--- src/crf_pkg.sv ---
package crf_pkg;

  localparam int MAX_SIDE_DEF  = 256;
  localparam int FRAC_BITS_DEF = 8;

  // Fixed field widths of the item and the configuration registers.
  localparam int FIELD_W  = 24;
  localparam int AREA_W   = 9;
  localparam int AREA_MAX = 511;
  localparam int BYTE_W   = 8;
  localparam int KIND_W   = 2;
  localparam int CFG_IDX_W = 2;

  typedef enum logic [KIND_W-1:0] {
    KIND_DRAW  = 2'd0,
    KIND_CLEAR = 2'd1,
    KIND_READ  = 2'd2
  } kind_t;

  typedef enum logic [CFG_IDX_W-1:0] {
    CFG_AREA_WIDTH  = 2'd0,
    CFG_AREA_HEIGHT = 2'd1,
    CFG_BACKGROUND  = 2'd2
  } cfg_idx_t;

  localparam logic [AREA_W-1:0] AREA_RESET = 9'd256;
  localparam logic [BYTE_W-1:0] BG_RESET   = 8'd32;

  typedef enum logic [2:0] {
    ST_IDLE,
    ST_DECODE,
    ST_SETUP,
    ST_WALK,
    ST_DRAIN,
    ST_READ,
    ST_RESULT
  } state_t;

  typedef struct packed {
    logic load;      // latch the accepted item and rewind the walk
    logic step;      // issue the current cell and advance the walk
    logic read_en;   // start a single-cell read from the store
    logic out_load;  // place the result in the output register
  } cmd_t;

  typedef struct packed {
    logic [KIND_W-1:0] kind;
    logic              bad_radius;
    logic              area_empty;
    logic              read_hit;
    logic              walk_last;
    logic              pipe_busy;
    logic              out_free;
  } status_t;

endpackage

--- src/crf_ctrl.sv ---
module crf_ctrl import crf_pkg::*; (
  input  logic    clk,
  input  logic    rst_n,
  input  logic    in_valid,
  output logic    in_stall,
  input  status_t stat,
  output cmd_t    cmd
);

  state_t state_r, state_nxt;

  always_ff @(posedge clk) begin
    if (!rst_n) begin
      state_r <= ST_IDLE;
    end else begin
      state_r <= state_nxt;
    end
  end

  always_comb begin
    state_nxt    = state_r;
    cmd          = '0;
    in_stall     = (state_r != ST_IDLE);
    case (state_r)
      ST_IDLE: begin
        if (in_valid) begin
          cmd.load  = 1'b1;
          state_nxt = ST_DECODE;
        end
      end
      ST_DECODE: begin
        case (stat.kind)
          KIND_DRAW: begin
            if (stat.bad_radius || stat.area_empty) begin
              state_nxt = ST_RESULT;
            end else begin
              state_nxt = ST_SETUP;
            end
          end
          KIND_CLEAR: begin
            state_nxt = stat.area_empty ? ST_RESULT : ST_SETUP;
          end
          KIND_READ: begin
            state_nxt = stat.read_hit ? ST_READ : ST_RESULT;
          end
          default: state_nxt = ST_RESULT;
        endcase
      end
      // A wait state for the squared radius terms to settle in their registers.
      ST_SETUP: state_nxt = ST_WALK;
      ST_WALK: begin
        cmd.step = 1'b1;
        if (stat.walk_last) begin
          state_nxt = ST_DRAIN;
        end
      end
      ST_DRAIN: begin
        if (!stat.pipe_busy) begin
          state_nxt = ST_RESULT;
        end
      end
      ST_READ: begin
        cmd.read_en = 1'b1;
        state_nxt   = ST_RESULT;
      end
      ST_RESULT: begin
        if (stat.out_free) begin
          cmd.out_load = 1'b1;
          state_nxt    = ST_IDLE;
        end
      end
      default: state_nxt = ST_IDLE;
    endcase
  end

endmodule

--- config.mk ---
export PLATFORM = sky130hd
export DESIGN_NAME = crf_ctrl
export DESIGN_NICKNAME = d
export VERILOG_FILES = /design/src/crf_pkg.sv /design/src/crf_ctrl.sv
export SDC_FILE = /design/constraint.sdc
export NUM_CORES = 1
export LEC_CHECK = 0
export BUFFER_PORTS_ARGS = -buffer_cell sky130_fd_sc_hd__buf_2
export CORE_AREA = 2 2 39 41
export DETAILED_ROUTE_END_ITERATION = 10
export DIE_AREA = 0 0 41 43
export PLACE_DENSITY = 0.48
export SYNTH_ARGS = -nofsm -noshare
export SYNTH_HDL_FRONTEND = slang
export SYNTH_SLANG_ARGS = --single-unit
--- constraint.sdc ---
create_clock -name clk -period 1.12 [get_ports clk]
set_clock_uncertainty 0.1 [all_clocks]
set_input_delay 0.056 -clock clk [delete_from_list [all_inputs] [get_ports clk]]
set_output_delay 0.056 -clock clk [all_outputs]
set_load 0.01 [all_outputs]
==> out/qor.csv <==
stage,metric,value,unit
detailed_routing,wire per inst,9.171,um
place,PortBufs,15,
outcome,failing checks,negative setup slack,
worst_setup_path,"CP delay by family, top",simple AND/OR/NAND/NOR gates,
logic_synthesis,yosys warns,0,
sta,Slew HR,81.62,%
sta,slew of the pin with the lowest slew margin,0.2756,ns
logic_synthesis,most frequent cell after synthesis,inv_1,
sta,RSZ-0062 raised after global routing,yes,
detailed_routing,WL met2,304,um
job,Max-Cap Viols,0,
global_route,first-pass GRT wire length,1028,um
logic_synthesis,Yosys reg bits,3,
floorplan,Die Y-Extent,43,um
worst_setup_path,Critical Path End Type,primary output,
clocking,worst skew pair latency,0.24,ns
power_and_ir_drop,"IR drop worst, VDD",0.0005104,V
logic_synthesis,ys async rst share,0,%
worst_setup_path,Slowest cell on crit path,or3_4,
worst_setup_path,worst endpoint required time,0.96,ns
power_and_ir_drop,total power,780.0,uW
logic_synthesis,largest family of logic cells by synthesized area,simple AND/OR/NAND/NOR gates,
detailed_routing,vias per inst,4.186,
clocking,Worst-path clk slew,0.04,ns
sta,PnR worst setup slack,-0.1776,ns
clocking,CTS sink cnt,3,
logic_synthesis,Post-Syn Instances,31,
detailed_routing,WL met1,293,um
worst_setup_path,crit-path cells,or3_4 -> nor2_2 -> buf_2,
clocking,H-Tree Depth,1,
worst_setup_path,worst endpoint data arrival time,1.14,ns
cells_and_area,final core utilization,32.28,%
worst_setup_path,element type at the critical path start,flip-flop,
logic_synthesis,Mapped Area,262.8,um^2
sta,Max Freq,770.7,MHz
power_and_ir_drop,pwr dens,1746,nW/um^2
cells_and_area,Largest regs,state_r: 3 flops,
logic_synthesis,synth cell count leaders,"inv_1, dfxtp_1",
floorplan,core box area,1384,um^2
min_path,Hold Path End,state_r[2],
sta,crit path time final,1.298,ns
global_route,largest net degree at the start of global routing,12,
cells_and_area,max reg flops,3,
outcome,status,finished with violations,
sta,final hold vios,0,
global_route,grt total ovfl,0,
cells_and_area,Post-layout nets,66,
place,pre-CTS setup slack,0.003100,ns
clocking,CTS buffer count,3,
min_path,Hold Crit Start,stat[0],
detailed_routing,DRC Markers,0,
logic_synthesis,Post-Synth Adder-Cell Area,0,%
worst_setup_path,reg2reg path depth,3,
cells_and_area,most flop-heavy register,state_r,
logic_synthesis,area share of the largest cell type after synthesis,22.86,%
worst_setup_path,crit path buf inv count,1,
global_route,vias in the first global route,276,
worst_setup_path,"setup slack, reg-to-reg",0.08,ns
floorplan,row cnt,14,
worst_setup_path,CP max stage delay,0.37,ns
min_path,WHS Path Cells,4,
logic_synthesis,"Primary FF master, synth",dfxtp_1,
logic_synthesis,Post-Synth XOR/XNOR Area,0,%
detailed_routing,Routed WL,642,um
logic_synthesis,"Seq/Total Area, Yosys",22.86,%
cells_and_area,multi-input logic area,182.7,um^2
power_and_ir_drop,Leak Pwr,0.2315,nW
place,dpl hpwl,517.7,um
sta,Final Max Slew Viols,0,
detailed_routing,drt pass-1 iters,3,
floorplan,initial core utilization,18.99,%
logic_synthesis,mux contribution to synthesized area,0,%
logic_synthesis,post-synthesis cell type count,21,
logic_synthesis,Synth area leader,dfxtp_1,
detailed_routing,top layer in use,met3,
logic_synthesis,syn nets,42,
logic_synthesis,simple-gate portion of the synthesized area,35.24,%
cells_and_area,register area,68.82,um^2
clocking,Root Buffer,clkbuf_4,
place,GPL Wtd Cong,0.7472,
detailed_routing,Antenna Nets Post-Route,0,
sta,period utilization,115.9,%
detailed_routing,DRT iter0 DRCs,4,
global_route,antenna violations before repair,0,
min_path,hold crit path type,primary input to flip-flop,
detailed_routing,Met3 Wirelength,44,um
floorplan,die area,1763,um^2
cells_and_area,layout cells sized above 1,61.11,%
logic_synthesis,"Avg Cell Area, Syn",8.476,um^2
cells_and_area,ANT cells,0,
cells_and_area,filler instances,155,
sta,setup violators final,5,
worst_setup_path,RR Startpoint,state_r[1],
worst_setup_path,Reg-to-Reg End,state_r[0],
logic_synthesis,Post-synth EDFFs,0,
worst_setup_path,CP max FO,5,
floorplan,I/O Pins,16,
floorplan,Die Span X,41,um
worst_setup_path,kind of critical path,flip-flop to primary output,
logic_synthesis,Synth Area in Compound Gates,24.76,%
clocking,Clock Path Buffers,2,
clocking,CTS tree,built,
cells_and_area,Syn-to-layout area delta,70.00,%
detailed_routing,DR vias,293,
global_route,total track usage,9.027,%
logic_synthesis,Area contributors post-synth,"dfxtp_1, buf_6, and3b_1, o41ai_1, a2111oi_2",
[report_power, final]
part	total, mW	internal, mW	leakage [nW]	switching, mW
Combinational	0.382	0.223	0.190	0.159
Clock	0.193	0.134	0.0150	0.0592
Sequential	0.206	0.154	0.0264	0.0518
Total	0.780	0.510	0.231	0.270
[per-stage QoR]
step	cell area, um^2	hold slack [ns]	TNS, ns	instances
2_1_floorplan	262.8	0.09146	0	31
3_3_place_gp	357.8	0.2197	0	63
3_5_place_dp	357.8	0.2317	0	63
4_1_cts	431.7	0.05191	-0.7539	70
5_1_grt	446.7	0.07321	-0.9304	70
6_report	446.7	0.06442	-0.6605	70
[routing by layer]
metal	vias up	GRT usage (%)
li1	159	-
met1	122	11.86
met2	12	11.88
met3	0	0
met4	0	10.00
met5	-	0
[layout make-up]
cell class	instances	area share, %
clock buffers	4	5.882
repair buffers	22	29.97
inverters	4	3.361
flip-flops and latches	3	15.41
well taps	16	4.482
multi-input cells	21	40.90
[tightest hold or removal path, delay by kind of cell]
family / cells / cell delay [ns]
compound gates: 2 / 0.13
buf+inv: 1 / 0.09
simple gates: 1 / 0.09
[how the worst max path moves through the flow]
stage,start,endpoint,slack (ns),cells after the start
finish,state_r[1],cmd[3],-0.18,3
global route,state_r[1],cmd[3],-0.24,3
CTS,state_r[1],cmd[3],-0.20,3
detailed placement,state_r[2],state_r[1],0.003,2
global placement,state_r[1],cmd[3],0.02,3
floorplan,state_r[0],cmd[3],0.02,3
[timing repair]
| action | in CTS | in global routing |
|---|---|---|
| pin swaps | 0 | 1 |
| gates resized for setup | 6 | 3 |
| hold buffers | 1 | 0 |
| hold endpoints to repair | 2 | 0 |
| buffers inserted | 2 | 1 |
| endpoints found under the setup margin | 6 | 7 |
[cell families after synthesis]
kind of cell	after synthesis
and+or+nand+nor	13
AOI/OAI and AO/OA	8
buffers and inverters	7
DFF	3
[layout by cell type, fill, tap and decap left out, types with 2 or more instances in the layout]
master / instances
a21oi_1: 2
inv_1: 4
dfxtp_4: 2
buf_4: 5
buf_2: 15
and3b_1: 2
nor2_1: 2
clkbuf_4: 3
No activity file was read; power rests on OpenSTA's default activity.
